## config.mk

```make
export PLATFORM = sky130hd
export DESIGN_NAME = message_header_tokenizer
export DESIGN_NICKNAME = d
export VERILOG_FILES = /design/src/mht_pkg.sv /design/src/mht_parse.sv /design/src/mht_out_reg.sv /design/src/message_header_tokenizer.sv
export SDC_FILE = /design/constraint.sdc
export NUM_CORES = 1
export LEC_CHECK = 0
export BUFFER_PORTS_ARGS = -buffer_cell sky130_fd_sc_hd__buf_2
export CELL_PAD_IN_SITES_DETAIL_PLACEMENT = 0
export CELL_PAD_IN_SITES_GLOBAL_PLACEMENT = 1
export CORE_MARGIN = 2
export CORE_UTILIZATION = 43
export CTS_BUF_LIST = sky130_fd_sc_hd__clkbuf_4
export CTS_CLUSTER_DIAMETER = 100
export DETAILED_ROUTE_END_ITERATION = 10
export GPL_ROUTABILITY_DRIVEN = 0
export PLACE_DENSITY_LB_ADDON = 0.1
export REMOVE_ABC_BUFFERS = 1
export SLEW_MARGIN = 20
export SYNTH_ARGS = -nofsm -noshare
export SYNTH_HDL_FRONTEND = slang
export SYNTH_SLANG_ARGS = --single-unit
```

## constraint.sdc

```tcl
create_clock -name clk -period 4.85 [get_ports clk]
set_input_delay 0.485 -clock clk [delete_from_list [all_inputs] [get_ports clk]]
set_output_delay 0.485 -clock clk [all_outputs]
set_load 0.005 [all_outputs]
```

## src/mht_pkg.sv

```systemverilog
// Shared types and constants for the message header tokenizer.
`default_nettype none

package mht_pkg;

    // Byte codes that steer the parser
    localparam logic [7:0] CH_SP    = 8'd32;
    localparam logic [7:0] CH_COLON = 8'd58;
    localparam logic [7:0] CH_CR    = 8'd13;
    localparam logic [7:0] CH_LF    = 8'd10;

    // Token record kinds
    localparam logic [2:0] KIND_WORD1      = 3'd0;
    localparam logic [2:0] KIND_WORD2      = 3'd1;
    localparam logic [2:0] KIND_REST       = 3'd2;
    localparam logic [2:0] KIND_NAME       = 3'd3;
    localparam logic [2:0] KIND_VALUE      = 3'd4;
    localparam logic [2:0] KIND_HDR_END    = 3'd5;
    localparam logic [2:0] KIND_INCOMPLETE = 3'd6;
    localparam logic [2:0] KIND_OVERFLOW   = 3'd7;

    typedef enum logic [3:0] {
        PH_IDLE  = 4'd0,
        PH_SKIP0 = 4'd1,
        PH_WORD1 = 4'd2,
        PH_SKIP1 = 4'd3,
        PH_WORD2 = 4'd4,
        PH_SKIP2 = 4'd5,
        PH_REST  = 4'd6,
        PH_HSKIP = 4'd7,
        PH_LINE  = 4'd8,
        PH_NAME  = 4'd9,
        PH_VSKIP = 4'd10,
        PH_VAL   = 4'd11
    } phase_t;

    typedef struct packed {
        logic [7:0]  data_byte;
        logic        first_byte;
        logic        last_byte;
        logic [15:0] start_offset;
    } item_t;

    typedef struct packed {
        logic [2:0]  token_kind;
        logic [15:0] token_start;
        logic [15:0] token_end;
        logic [5:0]  field_index;
    } record_t;

endpackage

`default_nettype wire

```

## src/mht_parse.sv

```systemverilog
// Parser state registers and the per-byte phase update.
`default_nettype none

module mht_parse #(
    parameter int MAX_HEADERS = 64,
    parameter int POS_BITS    = 16
) (
    input  wire logic            clk,
    input  wire logic            rst_n,
    input  wire logic            start_line_enable,
    input  wire mht_pkg::item_t  item,
    input  wire logic            advance,
    output mht_pkg::record_t     rec,
    output logic                 rec_valid
);
    import mht_pkg::*;

    localparam int HC_W = $clog2(MAX_HEADERS + 1);

    phase_t              phase_reg, phase_next, phase_c;
    logic [POS_BITS-1:0] position_reg, position_next, pos_c;
    logic [POS_BITS-1:0] token_begin_reg, token_begin_next;
    logic [HC_W-1:0]     header_count_reg, header_count_next;
    logic                after_cr_reg, after_cr_next;

    logic                active;
    logic                do_name;
    logic                hit;
    logic [2:0]          kind_c;
    logic [HC_W-1:0]     fidx_c;
    logic [31:0]         off32;
    logic [31:0]         tb32;
    logic [31:0]         pos32;
    logic [31:0]         fidx32;
    logic [7:0]          b;

    assign b     = item.data_byte;
    assign off32 = 32'(item.start_offset);

    always_comb
    begin
        phase_c           = phase_reg;
        pos_c             = position_reg;
        token_begin_next  = token_begin_reg;
        header_count_next = header_count_reg;
        after_cr_next     = after_cr_reg;
        do_name           = 1'b0;
        hit               = 1'b0;
        kind_c            = KIND_WORD1;
        fidx_c            = '0;

        // A first byte restarts parsing, even mid-message
        if (item.first_byte)
        begin
            pos_c             = off32[POS_BITS-1:0];
            header_count_next = '0;
            after_cr_next     = 1'b0;
            token_begin_next  = off32[POS_BITS-1:0];
            phase_c           = start_line_enable ? PH_SKIP0 : PH_HSKIP;
        end

        active     = (phase_c != PH_IDLE);
        phase_next = phase_c;

        unique case (phase_c)
            PH_SKIP0:
                if (b > CH_SP)
                begin
                    token_begin_next = pos_c;
                    phase_next       = PH_WORD1;
                end
            PH_SKIP1:
                if (b > CH_SP)
                begin
                    token_begin_next = pos_c;
                    phase_next       = PH_WORD2;
                end
            PH_SKIP2:
                if (b > CH_SP)
                begin
                    token_begin_next = pos_c;
                    phase_next       = PH_REST;
                end
            PH_WORD1:
                if (b == CH_SP)
                begin
                    hit        = 1'b1;
                    kind_c     = KIND_WORD1;
                    phase_next = PH_SKIP1;
                end
            PH_WORD2:
                if (b == CH_SP)
                begin
                    hit        = 1'b1;
                    kind_c     = KIND_WORD2;
                    phase_next = PH_SKIP2;
                end
            PH_REST:
                if (b == CH_CR)
                begin
                    hit        = 1'b1;
                    kind_c     = KIND_REST;
                    phase_next = PH_HSKIP;
                end
            PH_HSKIP:
                if (b != CH_CR && b != CH_LF)
                    do_name = 1'b1;
            PH_LINE:
            begin
                after_cr_next = 1'b0;
                // drop the LF that follows a value's CR
                if (!(after_cr_reg && b == CH_LF))
                    do_name = 1'b1;
            end
            PH_NAME:
                do_name = 1'b1;
            PH_VSKIP:
                if (b > CH_SP)
                begin
                    token_begin_next = pos_c;
                    phase_next       = PH_VAL;
                end
            PH_VAL:
                if (b == CH_CR)
                begin
                    hit               = 1'b1;
                    kind_c            = KIND_VALUE;
                    fidx_c            = header_count_next;
                    header_count_next = header_count_next + 1'b1;
                    after_cr_next     = 1'b1;
                    phase_next        = PH_LINE;
                end
            default:
                phase_next = PH_IDLE;
        endcase

        // Name byte: a line start opens a name; colon closes it, CR ends the header
        if (do_name)
        begin
            if (phase_c != PH_NAME)
                token_begin_next = pos_c;
            phase_next = PH_NAME;
            if (b == CH_COLON)
            begin
                hit = 1'b1;
                if (header_count_next >= HC_W'(MAX_HEADERS))
                begin
                    kind_c     = KIND_OVERFLOW;
                    phase_next = PH_IDLE;
                end
                else
                begin
                    kind_c     = KIND_NAME;
                    fidx_c     = header_count_next;
                    phase_next = PH_VSKIP;
                end
            end
            else if (b == CH_CR)
            begin
                hit        = 1'b1;
                kind_c     = KIND_HDR_END;
                phase_next = PH_IDLE;
            end
        end

        // Out of bytes before the header finished
        if (active && item.last_byte && phase_next != PH_IDLE)
        begin
            hit        = 1'b1;
            kind_c     = KIND_INCOMPLETE;
            phase_next = PH_IDLE;
        end

        position_next = active ? pos_c + 1'b1 : position_reg;
    end

    assign tb32   = 32'(token_begin_next);
    assign pos32  = 32'(pos_c);
    assign fidx32 = (kind_c == KIND_NAME || kind_c == KIND_VALUE) ? 32'(fidx_c) : 32'd0;

    assign rec_valid       = hit;
    assign rec.token_kind  = kind_c;
    assign rec.token_start = tb32[15:0];
    assign rec.token_end   = pos32[15:0];
    assign rec.field_index = fidx32[5:0];

    always_ff @(posedge clk or negedge rst_n)
    begin
        if (!rst_n)
        begin
            phase_reg        <= PH_IDLE;
            position_reg     <= '0;
            token_begin_reg  <= '0;
            header_count_reg <= '0;
            after_cr_reg     <= 1'b0;
        end
        else if (advance)
        begin
            phase_reg        <= phase_next;
            position_reg     <= position_next;
            token_begin_reg  <= token_begin_next;
            header_count_reg <= header_count_next;
            after_cr_reg     <= after_cr_next;
        end
    end

    a_hc_bound: assert property (@(posedge clk) disable iff (!rst_n)
        header_count_reg <= HC_W'(MAX_HEADERS))
        else $error("header count beyond limit");

    a_hold_state: assert property (@(posedge clk) disable iff (!rst_n)
        !advance |=> $stable(phase_reg) && $stable(position_reg))
        else $error("parser state moved without a word");

    a_name_on_colon: assert property (@(posedge clk) disable iff (!rst_n)
        rec_valid && rec.token_kind == KIND_NAME |-> b == CH_COLON)
        else $error("name record without colon");

endmodule

`default_nettype wire

```

## src/mht_out_reg.sv

```systemverilog
// Result register between the parser and the output stream.
`default_nettype none

module mht_out_reg (
    input  wire logic              clk,
    input  wire logic              rst_n,
    input  wire logic              load,
    input  wire mht_pkg::record_t  rec,
    output logic                   free,
    output logic                   m_axis_tvalid,
    input  wire logic              m_axis_tready,
    output logic [39:0]            m_axis_tdata,  // token_start, token_end, field_index, zero pad
    output logic [2:0]             m_axis_tuser   // token_kind
);
    import mht_pkg::*;

    logic    valid_reg, valid_next;
    record_t rec_reg;

    assign free       = !valid_reg || m_axis_tready;
    assign valid_next = load ? 1'b1 : (m_axis_tready ? 1'b0 : valid_reg);

    always_ff @(posedge clk or negedge rst_n)
    begin
        if (!rst_n)
            valid_reg <= 1'b0;
        else
            valid_reg <= valid_next;
    end

    always_ff @(posedge clk)
    begin
        if (load)
            rec_reg <= rec;
    end

    assign m_axis_tvalid = valid_reg;
    assign m_axis_tuser  = rec_reg.token_kind;
    assign m_axis_tdata  = {2'b00, rec_reg.field_index, rec_reg.token_end, rec_reg.token_start};

endmodule

`default_nettype wire

```

## src/message_header_tokenizer.sv

```systemverilog
// Top level of the message header tokenizer: input register, parser and result register.
//
// The block takes a message one byte per word and reports token boundaries as
// position records: the two words and the rest of an optional start line, then the
// name and value of each header field, and finally a header end, an incomplete
// (ran out of bytes) or an overflow (too many fields) record. A word with tuser set
// restarts parsing at the position given in its start_offset; tlast marks the last
// byte available. The block sustains one byte per clock unless the parser stage stalls.
// A byte is registered on entry, the phase update and byte compares run in the single
// parser stage, and a record is loaded into the result register, which presents it on
// the output. The parser stage stalls only when a byte produces a record while the
// result register still holds one that has not been taken; bytes that produce no
// record keep flowing. start_line_enable (reset 1) is written over the cfg port; the
// user must write it only while the block is idle, which the block does not enforce.
`default_nettype none

module message_header_tokenizer #(
    parameter int MAX_HEADERS = 64,
    parameter int POS_BITS    = 16
) (
    input  wire logic        clk,
    input  wire logic        rst_n,
    input  wire logic        cfg_valid,
    output logic             cfg_ready,
    input  wire logic        cfg_data,       // start_line_enable
    input  wire logic        s_axis_tvalid,
    output logic             s_axis_tready,
    input  wire logic [23:0] s_axis_tdata,   // data_byte, start_offset
    input  wire logic        s_axis_tuser,   // first_byte
    input  wire logic        s_axis_tlast,   // last_byte
    output logic             m_axis_tvalid,
    input  wire logic        m_axis_tready,
    output logic [39:0]      m_axis_tdata,   // token_start, token_end, field_index, zero pad
    output logic [2:0]       m_axis_tuser    // token_kind
);
    import mht_pkg::*;

    logic    start_line_enable_reg, start_line_enable_next;
    logic    in_valid_reg, in_valid_next;
    item_t   item_reg;
    item_t   item_in;
    record_t rec;
    logic    rec_valid;
    logic    out_free;
    logic    advance;
    logic    take;

    // Config register: always ready; the user writes it only while idle (not enforced here)
    assign cfg_ready              = 1'b1;
    assign start_line_enable_next = cfg_valid ? cfg_data : start_line_enable_reg;

    // Advance the held byte unless its record would collide with an untaken one
    assign advance       = in_valid_reg && (!rec_valid || out_free);
    assign s_axis_tready = !in_valid_reg || advance;
    assign take          = s_axis_tvalid && s_axis_tready;
    assign in_valid_next = take ? 1'b1 : (advance ? 1'b0 : in_valid_reg);

    assign item_in.data_byte    = s_axis_tdata[7:0];
    assign item_in.first_byte   = s_axis_tuser;
    assign item_in.last_byte    = s_axis_tlast;
    assign item_in.start_offset = s_axis_tdata[23:8];

    always_ff @(posedge clk or negedge rst_n)
    begin
        if (!rst_n)
        begin
            start_line_enable_reg <= 1'b1;
            in_valid_reg          <= 1'b0;
        end
        else
        begin
            start_line_enable_reg <= start_line_enable_next;
            in_valid_reg          <= in_valid_next;
        end
    end

    // Hold the byte word until the parser takes it
    always_ff @(posedge clk)
    begin
        if (take)
            item_reg <= item_in;
    end

    mht_parse #(
        .MAX_HEADERS (MAX_HEADERS),
        .POS_BITS    (POS_BITS)
    ) u_parse (
        .clk               (clk),
        .rst_n             (rst_n),
        .start_line_enable (start_line_enable_reg),
        .item              (item_reg),
        .advance           (advance),
        .rec               (rec),
        .rec_valid         (rec_valid)
    );

    mht_out_reg u_out (
        .clk           (clk),
        .rst_n         (rst_n),
        .load          (advance && rec_valid),
        .rec           (rec),
        .free          (out_free),
        .m_axis_tvalid (m_axis_tvalid),
        .m_axis_tready (m_axis_tready),
        .m_axis_tdata  (m_axis_tdata),
        .m_axis_tuser  (m_axis_tuser)
    );

    a_hold_byte: assert property (@(posedge clk) disable iff (!rst_n)
        in_valid_reg && !advance |=> in_valid_reg && $stable(item_reg))
        else $error("held byte word lost");

    a_no_overrun: assert property (@(posedge clk) disable iff (!rst_n)
        m_axis_tvalid && !m_axis_tready |-> !(advance && rec_valid))
        else $error("record overwrote an untaken result");

    a_stall_cause: assert property (@(posedge clk) disable iff (!rst_n)
        in_valid_reg && !advance |-> rec_valid && m_axis_tvalid)
        else $error("byte stalled without a pending result");

endmodule

`default_nettype wire
```

==> metrics.md, run 1 <==
| Metric | Value |
|---|---|
| Total setup buffers inserted after CTS | 0 |
| Clk Latency, worst-skew pair | roughly 530 ps |
| Type of the worst setup path | reg2out |
| Arrival time of the worst setup path | ~3700 ps |
| Worst clock skew | 18.3 ps |
| Floorplan core area | 12700 um^2 |
| Peak supply drop | ~210 uV |
| Class of the tightest hold or removal check | in2async |
| Data required time at the worst endpoint | about 4400 ps |
| Setup violators final | 0 |
| Number of buffers added on ports | 74 |
| Final nets | approximately 580 |
| Sequential cell area fraction in the yosys report | 57.0% |
| Unrepaired setup endpoints after global routing | no |
| Total track usage | 17.5% |
| Number of fill cells in the layout | about 1100 |
| Pin count of the biggest net entering global routing | 48 |
| Clock transition at the register clock pins on the worst setup and hold paths after CTS | around 90 ps |
| Diode count | 0 |
| Run status | completed |
| Clock tree from TritonCTS | yes |
| CTS Sinks | between 100 and 150 |
| Number of global-route vias before repair | ~3600 |
| Count of warnings emitted by yosys | 0 |
| Die Outline Area | approximately 14000 um^2 |
| Total power divided by cell area | about 420 nW/um^2 |
| Post-Route WL | 11800 um |
| Wire length of the first global-routing pass | about 19000 um |
| Routed vias | 3837 |
| Number of cells traversed by the worst register-to-register path | 9 |
| Area of placed instances | slightly above 6000 um^2 |
| Chain of cells forming the critical path | or4_4, nor4_1, a31oi_1, nor3b_2, a31oi_1, o21ai_1, a21oi_1, nand2_1, buf_2 |
| Max Transition Viols Final | 0 |
| Final clock period utilization by the worst path | a little under nine tenths |
| Final standard cell utilization of the core | 50.4% |
| Largest cells by area after synthesis | sky130_fd_sc_hd__edfxtp_1 (36%), sky130_fd_sc_hd__dfrtp_1 (21%), sky130_fd_sc_hd__mux2i_1 (5.9%) |
| CP dominant cell by count | sky130_fd_sc_hd__a31oi_1 |
| Flip-flop and latch count after synthesis | between 100 and 150 |
| Final Hold Fails | 0 |
| Fraction of registers with async set or reset after synthesis | between 40% and 50% |
| Highest cell delay on the worst timing path | just over 600 ps |
| Predominant post-synthesis flop cell | sky130_fd_sc_hd__edfxtp_1 |
| Type of destination of the critical path | output pin |
| Gate family responsible for the most delay along the worst path | simple AND/OR/NAND/NOR gates |
| Antenna violations before repair | 0 |
| Starting density of the core | 44.1% |
| Maximum net fanout on the critical path | 7 |
| Most frequent cells after synthesis | sky130_fd_sc_hd__edfxtp_1 (67), sky130_fd_sc_hd__nand2_1 (48), sky130_fd_sc_hd__dfrtp_1 (46), sky130_fd_sc_hd__mux2i_1 (33), sky130_fd_sc_hd__o21ai_0 (33) |
| Number of placed I/O pins | 78 |
| Sum of buffers and inverters on the critical path | 1 |
| First-iteration detailed-routing DRC count | approximately 240 |
| Final Critical Period | between 4000 and 5000 ps |
| Die W | roughly 120 um |
| Maximum clock insertion buffer count | 2 |
| Count of unique library cells instantiated by Yosys | 66 |
| Fmax | between 200 and 250 MHz |
| Launching element type of the critical path | register |
| Final instance count without filler cells | roughly 730 |
| Max capacitance violation total | 0 |
| Post-cts repair resize count | 0 |
| Overall overflow remaining after global route | 0 |
| Most instantiated library cell after synthesis | sky130_fd_sc_hd__edfxtp_1 |
| Cts-stage hold buffer count | 0 |
| Cell Count Post-Placement | ~700 |
| Leakage Power | ~2.6 nW |
| Number of buffers created by CTS | 17 |
| Max reg flops | 38 |
| Cell at the slowest stage of the critical path | sky130_fd_sc_hd__or4_4 |
| TritonRoute pass-1 iters | 4 |
| Height of the die | 118 um |
| HPWL Detailed | 8080 um |
| Stages on the worst setup path | 9 |
| CTS Root Buffer Type | sky130_fd_sc_hd__clkbuf_4 |
| Post-route cell area | between 6000 and 7000 um^2 |
| Number of cell rows | 41 |
| Post-detailed-route DRC marker count | 0 |
| Fraction of synthesized cell area taken by the top area cell type | 36.0% |
| Number of synthesized flops with an enable pin | 67 |
| Worst slew margin relative to its limit | 33.9% |
| Synthesized instance count | 470 |
| Number of vias per cell | 5.23 |
| Antenna violation net count after detailed routing | 0 |
| Mapped Avg Cell Area | roughly 12 um^2 |
| Routed wire length per instance | 16.2 um |
| Transition time of the tightest slew-check pin | just under 1000 ps |
| Number of H-tree branching levels | 4 |
| Cell type with the highest aggregate area in the netlist | sky130_fd_sc_hd__edfxtp_1 |
| Area Growth Syn to Fin | 14.2% |
| Share of layout cells above drive strength 1 | roughly 28% |
| Post-Syn Area | 5590 um^2 |
-- power breakdown --
| group | internal, W | leakage (nW) | switching [W] |
|---|---|---|---|
| combinational | 0.000317 | 1.31 | 0.000369 |
| sequential | 0.00125 | 1.22 | 0.000140 |
| clock | 0.000261 | 0.121 | 0.000353 |
-- worst reg2reg max path: stages, from the launching register on --
cell and delay [ps]:
sky130_fd_sc_hd__edfxtp_1 550, sky130_fd_sc_hd__nor2_1 340, sky130_fd_sc_hd__a32oi_1 160, sky130_fd_sc_hd__a21o_1 210, sky130_fd_sc_hd__a31oi_2 450, sky130_fd_sc_hd__mux2i_1 220
sky130_fd_sc_hd__o21ai_1 580, sky130_fd_sc_hd__a21oi_1 300, sky130_fd_sc_hd__a21boi_4 550, sky130_fd_sc_hd__buf_12 240
-- area by class of cell --
cell class	instances	area [um^2]	area share, %
timing repair buffer	81	448	7.01
clock buffer	20	150	2.35
inverter	19	71.3	1.12
clock inverter	12	92.6	1.45
multi-input combinational	315	2220	34.8
tap	172	215	3.37
sequential	114	3190	49.9
-- stage by stage --
step                      hold slack [ps]  power, W  setup slack (ps)  TNS [ps]
after detailed placement              495   0.00210               942         0
after floorplan                       189   0.00187              -527    -29550
final                                38.5   0.00269               699         0
after CTS                            35.2   0.00273               676         0
after global placement                490   0.00208              1090         0
after global routing                 70.4   0.00286               529         0
-- placed cells by master (no fill, tap or decap), types with 3 or more instances in the layout --
cell type	netlist	layout
sky130_fd_sc_hd__buf_2	7	74
sky130_fd_sc_hd__edfxtp_1	67	67
sky130_fd_sc_hd__nand2_1	48	48
sky130_fd_sc_hd__dfrtp_1	46	46
sky130_fd_sc_hd__o21ai_0	33	33
sky130_fd_sc_hd__mux2i_1	33	33
sky130_fd_sc_hd__mux2_2	29	29
sky130_fd_sc_hd__nor2_1	22	22
sky130_fd_sc_hd__clkbuf_4	0	20
sky130_fd_sc_hd__inv_1	19	19
sky130_fd_sc_hd__nand3_1	11	11
sky130_fd_sc_hd__xnor2_1	10	10
sky130_fd_sc_hd__nor2b_1	9	9
sky130_fd_sc_hd__nor3_1	9	9
sky130_fd_sc_hd__a21oi_1	10	9
sky130_fd_sc_hd__nand2b_1	7	7
sky130_fd_sc_hd__a31oi_1	7	7
sky130_fd_sc_hd__and3_1	7	7
sky130_fd_sc_hd__a21o_1	6	6
sky130_fd_sc_hd__xor2_1	5	5
sky130_fd_sc_hd__clkinvlp_4	0	5
sky130_fd_sc_hd__buf_4	5	5
sky130_fd_sc_hd__and2_1	4	4
sky130_fd_sc_hd__nor4_1	4	4
sky130_fd_sc_hd__o31ai_1	4	4
sky130_fd_sc_hd__clkinv_1	0	4
sky130_fd_sc_hd__or3_1	3	3
sky130_fd_sc_hd__ha_1	3	3
sky130_fd_sc_hd__conb_1	2	3
-- cell families (layout without fill, tap and decap cells) --
group | after synthesis | in the layout | synth area share, %
AND/OR/NAND/NOR | 141 | 141 | 13.3
multiplexers | 64 | 64 | 12.2
AO/OA/AOI/OAI | 89 | 89 | 10.6
adder cells (fa/ha/maj) | 3 | 3 | 0.671
XOR/XNOR | 15 | 15 | 2.35
buffers and inverters | 42 | 132 | 3.71
other | 2 | 3 | 0.134
flip-flops | 114 | 114 | 57.0
-- worst paths after layout --
kind / from / slack, ps / end
min in group clk: s_axis_tdata[20] / 120 / item_reg[12]
setup reg to reg: item_reg[17] / 950 / item_reg[17]
hold reg to reg: u_parse.token_begin_reg[7] / 520 / u_parse.token_begin_reg[7]
max in group asynchronous: rst_n / 4350 / u_parse.token_begin_reg[13]
hold / removal: rst_n / 40 / u_parse.position_reg[0]
setup / recovery: item_reg[22] / 700 / s_axis_tready
-- per-layer routing --
layer | share of wire (%) | vias to the layer above | track usage [%] | routed length [um]
met3 | 3.7 | 21 | 4.51 | 440
li1 | - | 1885 | - | -
met5 | 0 | - | 0 | 0
met1 | 49 | 1839 | 23.5 | 5770
met2 | 45 | 92 | 26.8 | 5380
met4 | 2.1 | 0 | 7.98 | 249
No activity file was read; power rests on OpenSTA's default activity.
==> run 2, diff against run 1 <==
--- a/config.mk
+++ b/config.mk
@@ -9,7 +9,7 @@
 export CELL_PAD_IN_SITES_DETAIL_PLACEMENT = 0
 export CELL_PAD_IN_SITES_GLOBAL_PLACEMENT = 1
 export CORE_MARGIN = 2
-export CORE_UTILIZATION = 43
+export CORE_UTILIZATION = 48
 export CTS_BUF_LIST = sky130_fd_sc_hd__clkbuf_4
 export CTS_CLUSTER_DIAMETER = 100
 export DETAILED_ROUTE_END_ITERATION = 10
==> constraint.sdc (replaced) <==
create_clock -name clk -period 4.5 [get_ports clk]
set_input_delay 1.125 -clock clk [delete_from_list [all_inputs] [get_ports clk]]
set_output_delay 1.125 -clock clk [all_outputs]
set_load 0.005 [all_outputs]
==> metrics.md, run 2 (synthesis gave the netlist of run 1 again) <==
| Metric | Value |
|---|---|
| Post-detailed-route DRC marker count | 0 |
| Share of layout cells above drive strength 1 | between 20% and 30% |
| Cell Count Post-Placement | between 600 and 700 |
| Peak supply drop | approximately 210 uV |
| Number of buffers added on ports | 74 |
| Number of H-tree branching levels | 4 |
| Top library cells by usage in the layout, fill and taps aside | sky130_fd_sc_hd__buf_2 (74), sky130_fd_sc_hd__edfxtp_1 (67), sky130_fd_sc_hd__nand2_1 (48) |
| Clk Latency, worst-skew pair | around 530 ps |
| Max reg flops | 38 |
| Antenna violations before repair | 0 |
| Final clock period utilization by the worst path | 95.0% |
| Minimum hold slack | 515 ps |
| Diode count | 0 |
| Max capacitance violation total | 0 |
| Routed wire length per instance | about 17 um |
| Worst clock skew | around 14 ps |
| Clock tree from TritonCTS | yes |
| Floorplan core area | between 10000 and 15000 um^2 |
| Number of cell rows | 39 |
| Final Hold Fails | 0 |
| Share of power burned in combinational logic | 24.1% |
| Total setup buffers inserted after CTS | 0 |
| Number of global-route vias before repair | 3776 |
| Type of destination of the critical path | output pin |
| First-iteration detailed-routing DRC count | 190 |
| HPWL Detailed | just over 8000 um |
| Maximum clock insertion buffer count | 2 |
| Total track usage | 19.8% |
| CTS Root Buffer Type | sky130_fd_sc_hd__clkbuf_4 |
| Met3 WL | 674 um |
| Run status | completed |
| Antenna violation net count after detailed routing | 0 |
| Max Transition Viols Final | 0 |
| Area Growth Syn to Fin | 15.3% |
| Total negative slack | 0 ps |
| Number of placed I/O pins | between 70 and 80 |
| Clock transition at the register clock pins on the worst setup and hold paths after CTS | approximately 90 ps |
| Proportion of total power due to net switching | between 30 and 40% |
| Top sig layer | met4 |
| Final nets | just under 600 |
| Number of vias per cell | about 5.6 |
| Routed vias | 3956 |
| Die Outline Area | about 13000 um^2 |
| Starting density of the core | 49.2% |
| Switching power of the nets | 0.000928 W |
| Area of placed instances | roughly 6100 um^2 |
| Area used by sequential logic in the layout | between 3000 and 4000 um^2 |
| Met2 layer wire length in the routed design | ~5400 um |
| Final Critical Period | approximately 4300 ps |
| Number of buffers created by CTS | 17 |
| Dpl ws | about 390 ps |
| Wire length of the first global-routing pass | around 19000 um |
| Total power divided by cell area | 477 nW/um^2 |
| Fin worst setup slack | between 200 and 250 ps |
| Post-route cell area | between 6000 and 7000 um^2 |
| Fmax | about 230 MHz |
| Post-Route WL | around 12000 um |
| Commonest non-fill, non-tap cell in the layout | sky130_fd_sc_hd__buf_2 |
| Class of the tightest hold or removal check | reg2reg |
| Met1 wire length | between 5000 and 6000 um |
| Final instance count without filler cells | slightly above 700 |
| Clk pwr share | between 20 and 30% |
| Die W | between 100 and 150 um |
| Type of the worst setup path | reg2out |
| Launching element type of the critical path | register |
| Internal cell power | between 0.002 and 0.0025 W |
| Maximum net fanout on the critical path | 7 |
| Leakage Power | between 2 and 3 nW |
| Arrival time of the worst setup path | approximately 3200 ps |
| Number of fill cells in the layout | 994 |
| CTS Sinks | about 110 |
| Footprint of the multi-input gates | 2250 um^2 |
| Overall overflow remaining after global route | 0 |
| Transition time of the tightest slew-check pin | around 1000 ps |
| Setup violators final | 0 |
| Worst slew margin relative to its limit | approximately a third |
| TritonRoute pass-1 iters | 5 |
| Sequential group share of total power | around half |
| Pin count of the biggest net entering global routing | 42 |
| Data required time at the worst endpoint | roughly 3400 ps |
| Height of the die | 112 um |
==> run 2: cell count changes in the layout (fill, tap and decap cells not counted), sizes merged <==
| cell | before | now |
|---|---|---|
| inv | 19 | 20 |
| clkinvlp | 5 | 0 |
| clkinv | 6 | 7 |
| bufinv | 1 | 4 |
| buf | 81 | 84 |
==> run 2: stage by stage <==
step | power [W] | utilization [%]
6_report | 0.00308 | 56.7
5_1_grt | 0.00327 | 56.7
4_1_cts | 0.00311 | 56.6
3_5_place_dp | 0.00226 | 53.7
3_3_place_gp | 0.00223 | 53.7
2_1_floorplan | 0.00202 | -
==> run 2: path summary, 6_finish.rpt <==
check | start | endpoint | slack, ps | cells after the start
min in group asynchronous | rst_n | u_parse.token_begin_reg[11] | 690 | 1
max reg2reg | item_reg[22] | item_reg[24] | 1190 | 9
max in group asynchronous | rst_n | u_parse.header_count_reg[2] | 3090 | 2
min reg2reg | u_parse.token_begin_reg[6] | u_parse.token_begin_reg[6] | 520 | 1
max | item_reg[22] | s_axis_tready | 230 | 9
min | u_parse.token_begin_reg[6] | u_parse.token_begin_reg[6] | 520 | 1
==> run 2: what timing repair did <==
action                                  CTS  global route
endpoints found under the setup margin    1             1
resized for setup                         3             2
hold buffers                              0             0
gates cloned                              0             0
==> run 2: routing by layer <==
metal / track usage [%] / up-vias
met5: 0 / -
met4: 7.56 / 0
met3: 5.01 / 17
met2: 30.0 / 132
met1: 27.7 / 1915
li1: - / 1892
==> run 2: area by class of cell <==
cell class / count / share of cell area, %
Inverter: 19 / 1.11
Sequential cell: 114 / 49.5
Tap cell: 143 / 2.78
Clock buffer: 20 / 2.33
Clock inverter: 12 / 2.52
Timing Repair Buffer: 84 / 6.91
Multi-Input combinational cell: 315 / 34.9
==> run 2: power by group through the flow <==
stage / logic (W) / clock network [W] / registers (W)
after floorplan: 0.000520 / 0 / 0.00150
after global placement: 0.000717 / 0 / 0.00151
after detailed placement: 0.000735 / 0 / 0.00152
after CTS: 0.000746 / 0.000858 / 0.00150
after global routing: 0.000824 / 0.000905 / 0.00154
final: 0.000741 / 0.000832 / 0.00150
==> run 2: critical path, stage by stage, from the launching register on <==
cell and delay (ps):
sky130_fd_sc_hd__edfxtp_1 500, sky130_fd_sc_hd__or4_4 620, sky130_fd_sc_hd__nor4_2 320, sky130_fd_sc_hd__a31oi_1 100, sky130_fd_sc_hd__nor3b_2 190, sky130_fd_sc_hd__a31oi_2 230
sky130_fd_sc_hd__o21ai_2 210, sky130_fd_sc_hd__a21oi_4 240, sky130_fd_sc_hd__nand2_1 80, sky130_fd_sc_hd__buf_2 140
==> run 3, diff against run 2 <==
--- a/config.mk
+++ b/config.mk
@@ -9,7 +9,7 @@
 export CELL_PAD_IN_SITES_DETAIL_PLACEMENT = 0
 export CELL_PAD_IN_SITES_GLOBAL_PLACEMENT = 1
 export CORE_MARGIN = 2
-export CORE_UTILIZATION = 48
+export CORE_UTILIZATION = 40
 export CTS_BUF_LIST = sky130_fd_sc_hd__clkbuf_4
 export CTS_CLUSTER_DIAMETER = 100
 export DETAILED_ROUTE_END_ITERATION = 10
==> metrics.md, run 3 (synthesis gave the netlist of run 1 again) <==
| Metric | Value |
|---|---|
| CTS Root Buffer Type | sky130_fd_sc_hd__clkbuf_4 |
| Commonest non-fill, non-tap cell in the layout | sky130_fd_sc_hd__buf_2 |
| Class of the tightest hold or removal check | reg2reg |
| Number of buffers added on ports | 74 |
| Unrepaired setup endpoints after global routing | no |
| Arrival time of the worst setup path | a little over 3000 ps |
| Type of the worst setup path | reg2out |
| Die W | about 120 um |
| Clock transition at the register clock pins on the worst setup and hold paths after CTS | 90 ps |
| Pin count of the biggest net entering global routing | 48 |
| Transition time of the tightest slew-check pin | between 600 and 700 ps |
| CTS Sinks | 114 |
| Post-route cell area | ~6500 um^2 |
| Height of the die | 122 um |
| Final nets | around 590 |
| Area Growth Syn to Fin | 16.3% |
| Final Critical Period | between 4000 and 5000 ps |
| Leakage Power | roughly 2.7 nW |
| Switching power of the nets | between 0.0009 and 0.001 W |
| Top library cells by usage in the layout, fill and taps aside | sky130_fd_sc_hd__buf_2 (74), sky130_fd_sc_hd__edfxtp_1 (67), sky130_fd_sc_hd__nand2_1 (48) |
| Post-Route WL | 12000 um |
| Final clock period utilization by the worst path | 93.7% |
| Total track usage | between 15 and 20% |
| Number of global-route vias before repair | between 3000 and 4000 |
| Post-detailed-route DRC marker count | 0 |
| Wire length of the first global-routing pass | between 15000 and 20000 um |
| Floorplan core area | around 14000 um^2 |
| Starting density of the core | roughly 41% |
| Internal cell power | between 0.002 and 0.0025 W |
| Number of H-tree branching levels | 4 |
| Number of buffers created by CTS | 17 |
| Number of vias per cell | ~5.1 |
| Maximum net fanout on the critical path | 7 |
| Antenna violation net count after detailed routing | 0 |
| Fmax | approximately 240 MHz |
| Maximum clock insertion buffer count | 2 |
| Clock tree from TritonCTS | yes |
| Worst slew margin relative to its limit | approximately 56% |
| Type of destination of the critical path | output pin |
| Max capacitance violation total | 0 |
| TritonRoute pass-1 iters | 5 |
| Number of placed I/O pins | 78 |
| Data required time at the worst endpoint | 3380 ps |
| Number of cell rows | between 40 and 50 |
| Share of layout cells above drive strength 1 | roughly 30% |
| First-iteration detailed-routing DRC count | 330 |
| Total power divided by cell area | 466 nW/um^2 |
| Overall overflow remaining after global route | 0 |
| Max Transition Viols Final | 0 |
| Clk pwr share | between 20 and 30% |
| Max reg flops | 38 |
| Antenna violations before repair | 1 |
| Proportion of total power due to net switching | between 30% and 40% |
| Routed vias | 3828 |
| Peak supply drop | ~230 uV |
| Cts-stage hold buffer count | 0 |
| Sequential group share of total power | between 40% and 50% |
| Total Power | slightly above 0.003 W |
| Share of power burned in combinational logic | between 20% and 30% |
| Run status | completed |
| Clk Latency, worst-skew pair | 530 ps |
| Area of placed instances | around 6200 um^2 |
| Die Outline Area | around 15000 um^2 |
| Routed wire length per instance | between 15 and 20 um |
| Worst clock skew | 23.5 ps |
| HPWL Detailed | about 8000 um |
| Final Hold Fails | 0 |
| Total setup buffers inserted after CTS | 0 |
| Setup violators final | 0 |
| Launching element type of the critical path | register |
==> run 3: changes by cell type in the layout (fill, tap and decap cells not counted), sizes merged <==
cell,change
clkbuf,+3
buf,+3
clkinv,-2
bufinv,-1
diode,+1
inv,-1
==> run 3: what timing repair did <==
| item | CTS | global route |
|---|---|---|
| endpoints found under the setup margin | 1 | 1 |
| resized for setup | 1 | 2 |
| gates cloned | 0 | 0 |
==> run 3: per-layer routing <==
layer	GRT usage [%]	share of wire (%)
met5	0	0
met4	5.96	1.5
met3	4.51	4.7
met2	24.1	45
met1	24.2	49
==> run 3: critical path: stages (launching register included) <==
cell and delay, ps:
sky130_fd_sc_hd__edfxtp_1 490, sky130_fd_sc_hd__or4_4 610, sky130_fd_sc_hd__nor4_2 330, sky130_fd_sc_hd__a31oi_1 100, sky130_fd_sc_hd__nor3b_2 180, sky130_fd_sc_hd__a31oi_2 220
sky130_fd_sc_hd__o21ai_1 160, sky130_fd_sc_hd__a21oi_2 270, sky130_fd_sc_hd__nand2_1 80, sky130_fd_sc_hd__buf_2 140
==> run 3: path summary, 6_finish.rpt <==
kind	start	end	slack (ps)	cells past startpoint
worst min register to register	u_parse.token_begin_reg[1]	u_parse.token_begin_reg[1]	510	1
min in group asynchronous	rst_n	u_parse.token_begin_reg[14]	700	2
worst min-delay path	u_parse.token_begin_reg[1]	u_parse.token_begin_reg[1]	510	1
worst max register to register	item_reg[17]	u_parse.position_reg[15]	1000	11
worst max-delay path	item_reg[22]	s_axis_tready	280	9
max in group asynchronous	rst_n	u_parse.position_reg[15]	3340	2
==> run 3: cell type report <==
type                    instances  area, um^2
flip-flops and latches        114        3190
fillers                      1303        7270
inverters                      19        71.3
diodes                          1        2.50
well taps                     180         225
multi-input cells             315        2240
clock buffers                  23         173
clock inverters                 8         113
repair buffers                 87         493
==> run 3: through the flow <==
step	TNS (ps)	worst slack, ps	instances	util, %	hold slack, ps
5_1_grt	0	19.5	747	47.2	535
3_5_place_dp	0	575	715	45.0	496
2_1_floorplan	-53000	-877	448	-	467
4_1_cts	0	51.9	746	47.1	517
3_3_place_gp	0	616	715	45.0	487
6_report	0	282	747	47.2	514
==> run 3: power groups by stage <==
stage               Sequential [W]  Combinational [W]  Clock [W]
global route               0.00152           0.000837   0.000851
finish                     0.00150           0.000749   0.000782
CTS                        0.00150           0.000754   0.000809
floorplan                  0.00150           0.000520          0
global placement           0.00151           0.000740          0
detailed placement         0.00152           0.000749          0
